`src/sv/rrps_pkg.sv`:
```
package rrps_pkg;

	localparam int RailCountDefault = 6;
	localparam int FullTurn = 36000;
	localparam int HalfTurn = 18000;
	localparam int DutyScale = 409600;

	localparam logic [1:0] MODE_IDLE  = 2'd0;
	localparam logic [1:0] MODE_ROT   = 2'd1;
	localparam logic [1:0] MODE_PLACE = 2'd2;

	localparam logic [2:0] REG_TEMP   = 3'd0;
	localparam logic [2:0] REG_COOL   = 3'd1;
	localparam logic [2:0] REG_PLACER = 3'd2;
	localparam logic [2:0] REG_GP     = 3'd3;
	localparam logic [2:0] REG_GI     = 3'd4;
	localparam logic [2:0] REG_GD     = 3'd5;
	localparam logic [2:0] REG_FLOOR  = 3'd6;
	localparam logic [2:0] REG_CEIL   = 3'd7;

	typedef struct packed {
		logic [31:0] now_ms;
		logic        launch;
		logic signed [11:0] temp_dc;
		logic        aligned;
		logic [15:0] angle_cdeg;
	} item_t;

	typedef struct packed {
		logic [1:0]  mode;
		logic        motor_on;
		logic [15:0] motor_duty;
		logic        placer_on;
		logic [2:0]  used_rails;
	} result_t;

	typedef struct packed {
		logic signed [11:0] temp_threshold;
		logic [31:0] cooling_time_ms;
		logic [31:0] placer_time_ms;
		logic [15:0] gain_p;
		logic [15:0] gain_i;
		logic [15:0] gain_d;
		logic [15:0] duty_floor;
		logic [15:0] duty_ceiling;
	} cfg_t;

	// Commands from the controller to the datapath.
	typedef struct packed {
		logic load;       // capture the input item
		logic purge_step; // examine one queue entry
		logic purge_done; // commit compacted count
		logic decide;     // evaluate the state machine step
		logic pid_step;   // advance the PID unit by one step
		logic finish;     // register the result
	} cmd_t;

	typedef struct packed {
		logic purge_last;
		logic need_pid;
		logic pid_last;
	} status_t;

endpackage

```
`src/sv/rrps_ctrl.sv`:
```
module rrps_ctrl (
	input  logic             clk,
	input  logic             arst_n,
	input  logic             in_fire,
	input  logic             out_taken,
	input  rrps_pkg::status_t sts,
	output rrps_pkg::cmd_t   cmd,
	output logic             busy,
	output logic             res_valid
);
	localparam logic [2:0] S_IDLE  = 3'd0;
	localparam logic [2:0] S_PURGE = 3'd1;
	localparam logic [2:0] S_DEC   = 3'd2;
	localparam logic [2:0] S_PID   = 3'd3;
	localparam logic [2:0] S_FIN   = 3'd4;

	logic [2:0] state_q;
	logic       res_valid_q;

	// The result register is only loaded once the previous result has left.
	always_comb begin
		cmd = '0;
		cmd.load = in_fire;
		unique case (state_q)
			S_PURGE: begin
				cmd.purge_step = 1'b1;
				cmd.purge_done = sts.purge_last;
			end
			S_DEC:   cmd.decide = 1'b1;
			S_PID:   cmd.pid_step = 1'b1;
			S_FIN:   cmd.finish = !res_valid_q || out_taken;
			default: ;
		endcase
	end

	always_ff @(posedge clk or negedge arst_n) begin
		if (!arst_n) begin
			state_q <= S_IDLE;
			res_valid_q <= 1'b0;
		end else begin
			if (cmd.finish) res_valid_q <= 1'b1;
			else if (out_taken) res_valid_q <= 1'b0;
			unique case (state_q)
				S_IDLE:  if (in_fire) state_q <= S_PURGE;
				S_PURGE: if (sts.purge_last) state_q <= S_DEC;
				S_DEC:   state_q <= sts.need_pid ? S_PID : S_FIN;
				S_PID:   if (sts.pid_last) state_q <= S_FIN;
				S_FIN:   if (cmd.finish) state_q <= S_IDLE;
				default: state_q <= S_IDLE;
			endcase
		end
	end

	assign busy = (state_q != S_IDLE);
	assign res_valid = res_valid_q;
endmodule

```
`src/sv/rrps_datapath.sv`:
```
module rrps_datapath #(
	parameter int RAIL_COUNT = rrps_pkg::RailCountDefault
) (
	input  logic              clk,
	input  logic              arst_n,
	input  rrps_pkg::item_t   item,
	input  rrps_pkg::cfg_t    cfg,
	input  rrps_pkg::cmd_t    cmd,
	output rrps_pkg::status_t sts,
	output rrps_pkg::result_t res
);
	localparam int IW = $clog2(RAIL_COUNT);
	localparam int CW = $clog2(RAIL_COUNT + 1);
	// The duty scale is 25 * 2^14. Below 65536 times the scale the magnitude
	// shifted right by 14 fits in 21 bits, and a multiply by ceil(2^26 / 25)
	// followed by dropping 26 bits gives the exact quotient by 25 there.
	// Larger magnitudes only have to read as above any ceiling.
	localparam logic [47:0] BigMag = 48'(65536) * 48'(rrps_pkg::DutyScale);
	localparam logic [21:0] RecipDuty = 22'd2684355;

	rrps_pkg::item_t itm_q;
	logic [1:0]   mode_q;
	logic         left_zone_q, motor_en_q, placer_en_q;
	logic [31:0]  stamps_q [RAIL_COUNT];
	logic [CW-1:0] count_q, rd_q, wr_q;
	logic [31:0]  placer_start_q;
	logic [15:0]  duty_q;
	logic signed [15:0] ep1_q, ep2_q, e_q;
	logic signed [47:0] acc_q;
	logic [2:0]   pstep_q;
	logic signed [35:0] prod_q;
	logic [47:0]  mag_q;
	logic         big_q;
	logic [42:0]  recip_q;
	logic [16:0]  quot;
	rrps_pkg::result_t res_q;

	// Sector target: the sector is found by comparing against constant
	// boundaries, and the next boundary angle comes from a constant table.
	logic [15:0] ang;
	logic [IW-1:0] sector, nxt;
	logic [15:0] tgt;
	logic signed [17:0] e_raw;
	logic signed [15:0] e_wr;
	logic [35:0] secprod;
	always_comb begin
		ang = (itm_q.angle_cdeg >= 16'(rrps_pkg::FullTurn))
			? itm_q.angle_cdeg - 16'(rrps_pkg::FullTurn) : itm_q.angle_cdeg;
		secprod = 36'(ang) * 36'(RAIL_COUNT);
		sector = '0;
		for (int k = 1; k < RAIL_COUNT; k++)
			if (secprod >= 36'(k * rrps_pkg::FullTurn)) sector = IW'(k);
		nxt = (sector == IW'(RAIL_COUNT - 1)) ? '0 : sector + 1'b1;
		tgt = '0;
		for (int k = 0; k < RAIL_COUNT; k++)
			if (nxt == IW'(k)) tgt = 16'((k * rrps_pkg::FullTurn) / RAIL_COUNT);
		e_raw = 18'(signed'({2'b0, tgt})) - 18'(signed'({2'b0, ang}));
		if (e_raw > 18'(rrps_pkg::HalfTurn)) e_raw = e_raw - 18'(rrps_pkg::FullTurn);
		else if (e_raw < -18'(rrps_pkg::HalfTurn)) e_raw = e_raw + 18'(rrps_pkg::FullTurn);
		e_wr = e_raw[15:0];
	end

	logic cool_ok;
	logic [31:0] rd_stamp;
	assign rd_stamp = stamps_q[rd_q[IW-1:0]];
	assign cool_ok = (itm_q.now_ms - rd_stamp) < cfg.cooling_time_ms;
	assign sts.purge_last = (rd_q >= count_q) || (rd_q == CW'(RAIL_COUNT - 1));

	// PID unit steps: 0 forms A0*e, 1 to 3 accumulate the products with
	// saturation, 4 takes the magnitude and shifts the error history, 5 scales
	// by the reciprocal of the duty scale, 6 clamps into the duty range.
	logic signed [18:0] coef;
	logic signed [15:0] opnd;
	logic signed [49:0] sum;
	logic signed [47:0] acc_sat;
	always_comb begin
		unique case (pstep_q)
			3'd0: begin coef = 19'(cfg.gain_p) + 19'(cfg.gain_i) + 19'(cfg.gain_d); opnd = e_q; end
			3'd1: begin coef = -(19'(cfg.gain_p) + 19'({cfg.gain_d, 1'b0})); opnd = ep1_q; end
			default: begin coef = 19'(cfg.gain_d); opnd = ep2_q; end
		endcase
	end
	assign sum = 50'(acc_q) + 50'(prod_q);
	always_comb begin
		if (sum > 50'sh0_7FFF_FFFF_FFFF) acc_sat = 48'sh7FFF_FFFF_FFFF;
		else if (sum < -50'sh0_8000_0000_0000) acc_sat = 48'sh8000_0000_0000;
		else acc_sat = sum[47:0];
	end
	assign sts.pid_last = (pstep_q == 3'd6);
	assign quot = big_q ? 17'h1FFFF : recip_q[42:26];

	logic need;
	always_comb begin
		need = 1'b0;
		if (mode_q == rrps_pkg::MODE_IDLE)
			need = itm_q.launch && (count_q < CW'(RAIL_COUNT)) &&
				!((itm_q.temp_dc < cfg.temp_threshold) && itm_q.aligned);
		else if (mode_q == rrps_pkg::MODE_ROT)
			need = !itm_q.aligned || !left_zone_q;
	end
	assign sts.need_pid = need;

	always_ff @(posedge clk or negedge arst_n) begin
		if (!arst_n) begin
			mode_q <= rrps_pkg::MODE_IDLE;
			left_zone_q <= 1'b0; motor_en_q <= 1'b0; placer_en_q <= 1'b0;
			count_q <= '0; rd_q <= '0; wr_q <= '0;
			placer_start_q <= '0; duty_q <= '0;
			ep1_q <= '0; ep2_q <= '0; acc_q <= '0; pstep_q <= '0;
		end else begin
			if (cmd.load) begin
				rd_q <= '0; wr_q <= '0;
			end
			if (cmd.purge_step && rd_q < count_q) begin
				if (cool_ok) begin
					stamps_q[wr_q[IW-1:0]] <= rd_stamp;
					wr_q <= wr_q + 1'b1;
				end
				rd_q <= rd_q + 1'b1;
			end
			if (cmd.purge_done)
				count_q <= (rd_q < count_q && cool_ok) ? wr_q + 1'b1 : wr_q;
			if (cmd.decide) begin
				pstep_q <= '0;
				e_q <= e_wr;
				unique case (mode_q)
					rrps_pkg::MODE_IDLE: if (itm_q.launch && count_q < CW'(RAIL_COUNT)) begin
						if (!need) begin
							placer_en_q <= 1'b1; placer_start_q <= itm_q.now_ms;
							mode_q <= rrps_pkg::MODE_PLACE;
						end else begin
							mode_q <= rrps_pkg::MODE_ROT; left_zone_q <= 1'b0;
							motor_en_q <= 1'b1;
						end
					end
					rrps_pkg::MODE_ROT: begin
						if (!itm_q.aligned) begin
							left_zone_q <= 1'b1; motor_en_q <= 1'b1;
						end else if (left_zone_q) begin
							motor_en_q <= 1'b0;
							if (count_q < CW'(RAIL_COUNT)) begin
								stamps_q[count_q[IW-1:0]] <= itm_q.now_ms;
								count_q <= count_q + 1'b1;
							end
							placer_en_q <= 1'b1; placer_start_q <= itm_q.now_ms;
							left_zone_q <= 1'b0; mode_q <= rrps_pkg::MODE_PLACE;
						end else motor_en_q <= 1'b1;
					end
					rrps_pkg::MODE_PLACE:
						if ((itm_q.now_ms - placer_start_q) >= cfg.placer_time_ms) begin
							placer_en_q <= 1'b0; mode_q <= rrps_pkg::MODE_IDLE;
						end
					default: ;
				endcase
			end
			if (cmd.pid_step) begin
				pstep_q <= pstep_q + 3'd1;
				unique case (pstep_q)
					3'd0, 3'd1, 3'd2: prod_q <= 36'(coef) * 36'(opnd);
					default: ;
				endcase
				if (pstep_q >= 3'd1 && pstep_q <= 3'd3) acc_q <= acc_sat;
				if (pstep_q == 3'd4) begin
					mag_q <= acc_q[47] ? 48'(-acc_q) : 48'(acc_q);
					ep2_q <= ep1_q; ep1_q <= e_q;
				end
				if (pstep_q == 3'd5) begin
					big_q <= (mag_q >= BigMag);
					recip_q <= 43'(mag_q[34:14]) * 43'(RecipDuty);
				end
				if (pstep_q == 3'd6) begin
					if (quot > 17'(cfg.duty_ceiling)) duty_q <= cfg.duty_ceiling;
					else if (quot < 17'(cfg.duty_floor))
						duty_q <= (cfg.duty_floor > cfg.duty_ceiling) ? cfg.duty_ceiling
							: cfg.duty_floor;
					else duty_q <= quot[15:0];
				end
			end
		end
	end

	always_ff @(posedge clk) begin
		if (cmd.load) itm_q <= item;
		if (cmd.finish) begin
			res_q.mode <= mode_q;
			res_q.motor_on <= motor_en_q;
			res_q.motor_duty <= duty_q;
			res_q.placer_on <= placer_en_q;
			res_q.used_rails <= 3'(count_q);
		end
	end
	assign res = res_q;
endmodule

```
`src/sv/rail_rotate_place_sequencer_unit.sv`:
```
// Channel   | Direction | Payload
// s_axis    | in        | tdata: now_ms, temp_dc, angle_cdeg; tuser: launch, aligned
// m_axis    | out       | tdata: mode, motor_on, motor_duty, placer_on, used_rails
// apb       | in/out    | eight configuration registers at byte address 4*i
// After a transfer in, the unit examines the stored stamps, at most RAIL_COUNT,
// and keeps those still cooling, then takes a decision step, runs the PID unit
// steps when the wheel is driven, and posts the result; the next transfer in
// can be taken the cycle after the post. A result still waiting on m_axis holds
// the next tick in its posting cycle, and with it s_axis_tready low.
// Reset (arst_n low) returns idle mode, an empty queue and reset registers.
module rail_rotate_place_sequencer_unit #(
	parameter int RAIL_COUNT = rrps_pkg::RailCountDefault
) (
	input  logic        clk,
	input  logic        arst_n,
	input  logic        s_axis_tvalid,
	output logic        s_axis_tready,
	input  logic [63:0] s_axis_tdata,  // now_ms[31:0], temp_dc[43:32], angle_cdeg[59:44]
	input  logic [1:0]  s_axis_tuser,  // launch[0], aligned[1]
	output logic        m_axis_tvalid,
	input  logic        m_axis_tready,
	output logic [23:0] m_axis_tdata,  // mode[1:0], motor_on[2], motor_duty[18:3],
	                                   // placer_on[19], used_rails[22:20]
	input  logic        psel,
	input  logic        penable,
	input  logic        pwrite,
	input  logic [4:0]  paddr,
	input  logic [31:0] pwdata,
	output logic [31:0] prdata,
	output logic        pready
);
	rrps_pkg::cfg_t    cfg_q;
	rrps_pkg::item_t   item;
	rrps_pkg::cmd_t    cmd;
	rrps_pkg::status_t sts;
	rrps_pkg::result_t res;
	logic busy, in_fire, out_taken;
	logic [2:0] ridx;

	assign pready = 1'b1;
	assign ridx = paddr[4:2];

	// Registers are written on the access phase of an APB write.
	always_ff @(posedge clk or negedge arst_n) begin
		if (!arst_n) begin
			cfg_q.temp_threshold <= 12'sd230;
			cfg_q.cooling_time_ms <= 32'd10000;
			cfg_q.placer_time_ms <= 32'd500;
			cfg_q.gain_p <= 16'd24576;
			cfg_q.gain_i <= 16'd82;
			cfg_q.gain_d <= 16'd1434;
			cfg_q.duty_floor <= 16'd1469;
			cfg_q.duty_ceiling <= 16'd1889;
		end else if (psel && penable && pwrite) begin
			unique case (ridx)
				rrps_pkg::REG_TEMP:   cfg_q.temp_threshold <= pwdata[11:0];
				rrps_pkg::REG_COOL:   cfg_q.cooling_time_ms <= pwdata;
				rrps_pkg::REG_PLACER: cfg_q.placer_time_ms <= pwdata;
				rrps_pkg::REG_GP:     cfg_q.gain_p <= pwdata[15:0];
				rrps_pkg::REG_GI:     cfg_q.gain_i <= pwdata[15:0];
				rrps_pkg::REG_GD:     cfg_q.gain_d <= pwdata[15:0];
				rrps_pkg::REG_FLOOR:  cfg_q.duty_floor <= pwdata[15:0];
				rrps_pkg::REG_CEIL:   cfg_q.duty_ceiling <= pwdata[15:0];
				default: ;
			endcase
		end
	end

	always_comb begin
		unique case (ridx)
			rrps_pkg::REG_TEMP:   prdata = 32'(signed'(cfg_q.temp_threshold));
			rrps_pkg::REG_COOL:   prdata = cfg_q.cooling_time_ms;
			rrps_pkg::REG_PLACER: prdata = cfg_q.placer_time_ms;
			rrps_pkg::REG_GP:     prdata = 32'(cfg_q.gain_p);
			rrps_pkg::REG_GI:     prdata = 32'(cfg_q.gain_i);
			rrps_pkg::REG_GD:     prdata = 32'(cfg_q.gain_d);
			rrps_pkg::REG_FLOOR:  prdata = 32'(cfg_q.duty_floor);
			rrps_pkg::REG_CEIL:   prdata = 32'(cfg_q.duty_ceiling);
			default:              prdata = '0;
		endcase
	end

	assign item.now_ms = s_axis_tdata[31:0];
	assign item.temp_dc = s_axis_tdata[43:32];
	assign item.angle_cdeg = s_axis_tdata[59:44];
	assign item.launch = s_axis_tuser[0];
	assign item.aligned = s_axis_tuser[1];

	assign s_axis_tready = !busy;
	assign in_fire = s_axis_tvalid && s_axis_tready;
	assign out_taken = m_axis_tvalid && m_axis_tready;

	rrps_ctrl u_ctrl (
		.clk, .arst_n, .in_fire, .out_taken, .sts, .cmd, .busy,
		.res_valid(m_axis_tvalid)
	);

	rrps_datapath #(.RAIL_COUNT(RAIL_COUNT)) u_dp (
		.clk, .arst_n, .item, .cfg(cfg_q), .cmd, .sts, .res
	);

	assign m_axis_tdata = {1'b0, res.used_rails, res.placer_on, res.motor_duty,
		res.motor_on, res.mode};
endmodule

```
`config.mk`:
```
export PLATFORM = sky130hd
export DESIGN_NAME = rail_rotate_place_sequencer_unit
export DESIGN_NICKNAME = d
export VERILOG_FILES = /design/src/sv/rrps_pkg.sv /design/src/sv/rrps_ctrl.sv /design/src/sv/rrps_datapath.sv /design/src/sv/rail_rotate_place_sequencer_unit.sv
export SDC_FILE = /design/constraint.sdc
export NUM_CORES = 2
export LEC_CHECK = 0
export ABC_AREA = 1
export BUFFER_PORTS_ARGS = -buffer_cell sky130_fd_sc_hd__buf_4
export CAP_MARGIN = 20
export CORE_UTILIZATION = 55
export DETAILED_ROUTE_END_ITERATION = 6
export PLACE_DENSITY = 0.72
export SLEW_MARGIN = 20
export SYNTH_ARGS = -nofsm -noshare
export SYNTH_HDL_FRONTEND = slang
export SYNTH_HIERARCHICAL = 1
export SYNTH_SLANG_ARGS = --single-unit
```
`constraint.sdc`:
```
create_clock -name clk -period 12.75 [get_ports clk]
set_input_delay 1.275 -clock clk [delete_from_list [all_inputs] [get_ports clk]]
set_output_delay 1.275 -clock clk [all_outputs]
set_load 0.1 [all_outputs]
```
==> out/summary.txt <==
area share of the largest cell type after synthesis: 19.1%
worst-margin pin slew: 1.16 ns
Period Utilization, post-route: 81.9%
hold path endpoint: u_dp/res[5]
# Max-Cap Violations: 0
Vias/cell: 5.66
Netlist cell types: 66
final setup fails: 0
Layout Cells excl Fill: 8890
synth top area cells: edfxtp_1 19%, fa_1 16%, ha_1 13%
core area: 111000 um2
vias in the first global route: 49000
Mapped Cells: 7257
Reg clk slew, reported paths: 0.06 ns
CTS Hold Bufs: 0
placed cells: 8731
port buffer count: 160
CP Capture Type: register
H-Tree Depth: 3
startpoint types: register
gpl congestion: 0.962
Async SR Flop Fraction: 43.6%
slowest CP cell: a2111oi_2
clk_skew: 0.0550 ns
clk sinks: 699
Crit Path Max Fanout: 44
die area: 114000 um2
initial antenna violation count: 5
Worst R2R Path Depth: 41
first-pass GRT wire length: 273 mm
Clock Path Buffers: 3
total CTS buffers: 83
Syn. warnings: 6
Tmin final: 10.44 ns
Setup CP Type: register to register
layout cells sized above 1: 7.12%
die height: 338 um
RSZ-0062 raised after global routing: false
fin. max-slew vios: 0
Initial Util: 55.8%
die width: 338 um
hold_sp: u_dp/duty_q[1]
detailed router's first-iteration violation count: 4914
number of synthesized register bits: 699
top_reg_cell synth: edfxtp_1
clk root buf: clkbuf_16
worst reg-to-reg setup slack: 2.31 ns
Detailed Place HPWL: 134 mm
Seq/Total Area, Yosys: 31.4%
Syn Area/Cell: 8.55 um2
commonest non-fill, non-tap cell in the layout: nand2_1
synthesis-to-layout area growth: 9.06%
Row Count: 122
setup TNS: 0 ns
Worst EP arrival: 10.73 ns
total wire length: 174 mm
number of synthesized flops with an enable pin: 394
Clock Latency Late Sink: 0.70 ns
worst min path class: register to register
Reg2Reg Launch Point: u_dp/rd_q[1]
Final nets: 8549
vias: 50300
DRC violations left: 0
fillers: 9509
Tot GR Track Use: 31.0%
pin count of the biggest net entering global routing: 148
slowest stage delay, CP: 0.99 ns
Synth area leader: edfxtp_1
CTS tree: done
status: finished, final reports clean
CP required: 13.04 ns
DRT Pass-1 Iters: 6
Post-CTS Setup Inserts: 0
routed len/inst: 19.6 um
Fmax: 95.8 MHz
remaining global-route overflow: 0
hold depth: 0
Final Hold Violating Endpoints: 0
Syn Nets: 8478
R2R Path End: u_dp/stamps_q[3][13]
post-route ant nets: 0
io pins: 169
mapped cell area: 62100 um2
max_slew headroom: 22.9%
CTS resizes: 0
commonest non-fill, non-tap cells in the layout: 1484 x nand2_1, 1240 x inv_1, 630 x ha_1
metal layers:
layer  vias up  GRT usage (%)  part of all wire [%]
met4         0           12.1                   4.0
met1     24200           43.7                    42
met3       323           5.05                   9.0
li1      23800              -                     -
met2      2071           47.9                    45
met5         -              0                     0
synth_stat cells, types with 75 or more instances:
cell / number
a21oi_1: 432
nand3_1: 207
fa_1: 481
nand4_1: 132
clkbuf_1: 179
nand2_1: 1489
ha_1: 630
o21ai_0: 566
xor2_1: 166
nor2_1: 441
inv_1: 1242
dfrtp_1: 264
o21ai_1: 77
edfxtp_1: 394
xnor2_1: 75
cell type report:
type	count	area [um2]	area share (%)
multi-input combinational	5056	37000	54.7
sequential	699	19500	28.8
inverter	1272	4780	7.05
clock buffer	115	2320	3.43
tap	1488	1860	2.75
timing repair buffer	216	1640	2.42
clock inverter	40	537	0.793
antenna	4	10.0	0.0148
stage by stage:
stage               cell area (um2)  hold slack [ns]  setup WS, ns  utilization (%)
CTS                           67700            0.440          2.48             60.8
global placement              64800            0.428          2.66             58.2
detailed placement            64800            0.427          2.56             58.2
floorplan                     62100            0.419          2.41                -
global route                  67700            0.460          1.48             60.8
finish                        67700            0.439          2.31             60.8
sequential cells by signal, indices dropped and copies added (netlist names), 23 cells and up:
register / flops
u_dp/stamps_q: 192
cfg_q: 156
u_dp/itm_q: 62
u_dp/mag_q: 48
u_dp/prod_q: 35
u_dp/res: 23
u_dp/placer_start_q: 32
u_dp/acc_q: 48
worst max path at each step:
stage	from	to
3_5_place_dp	u_dp/rd_q[1]	u_dp/stamps_q[3][13]
4_1_cts	cfg_q[33]	u_dp/prod_q[31]
6_report	u_dp/rd_q[1]	u_dp/stamps_q[3][13]
2_1_floorplan	u_dp/rd_q[0]	u_dp/stamps_q[0][0]
3_3_place_gp	cfg_q[33]	u_dp/prod_q[33]
5_1_grt	u_dp/rd_q[1]	u_dp/stamps_q[3][13]
critical path: cells and delay by family (launching register included):
kind,cells,cell delay [ns]
AOI/OAI and AO/OA,19,5.26
xor gates and xnor gates,1,0.25
adders and majority gates,2,0.67
buffers and inverters,7,1.89
DFF,1,0.43
and+or+nand+nor,12,1.50
logic make-up after synthesis:
| kind of cell | Yosys count | synth area share (%) |
|---|---|---|
| DFF | 699 | 31.4 |
| other | 2 | 0.0121 |
| and+or+nand+nor | 2420 | 16.4 |
| adders and majority gates | 1111 | 28.2 |
| xor gates and xnor gates | 241 | 3.40 |
| AOI/OAI and AO/OA | 1282 | 11.4 |
| buffers and inverters | 1502 | 9.19 |
Power is left out: the tool's default activity adds up to more than one toggle a clock period on the data nets, which glitch-free logic cannot reach.
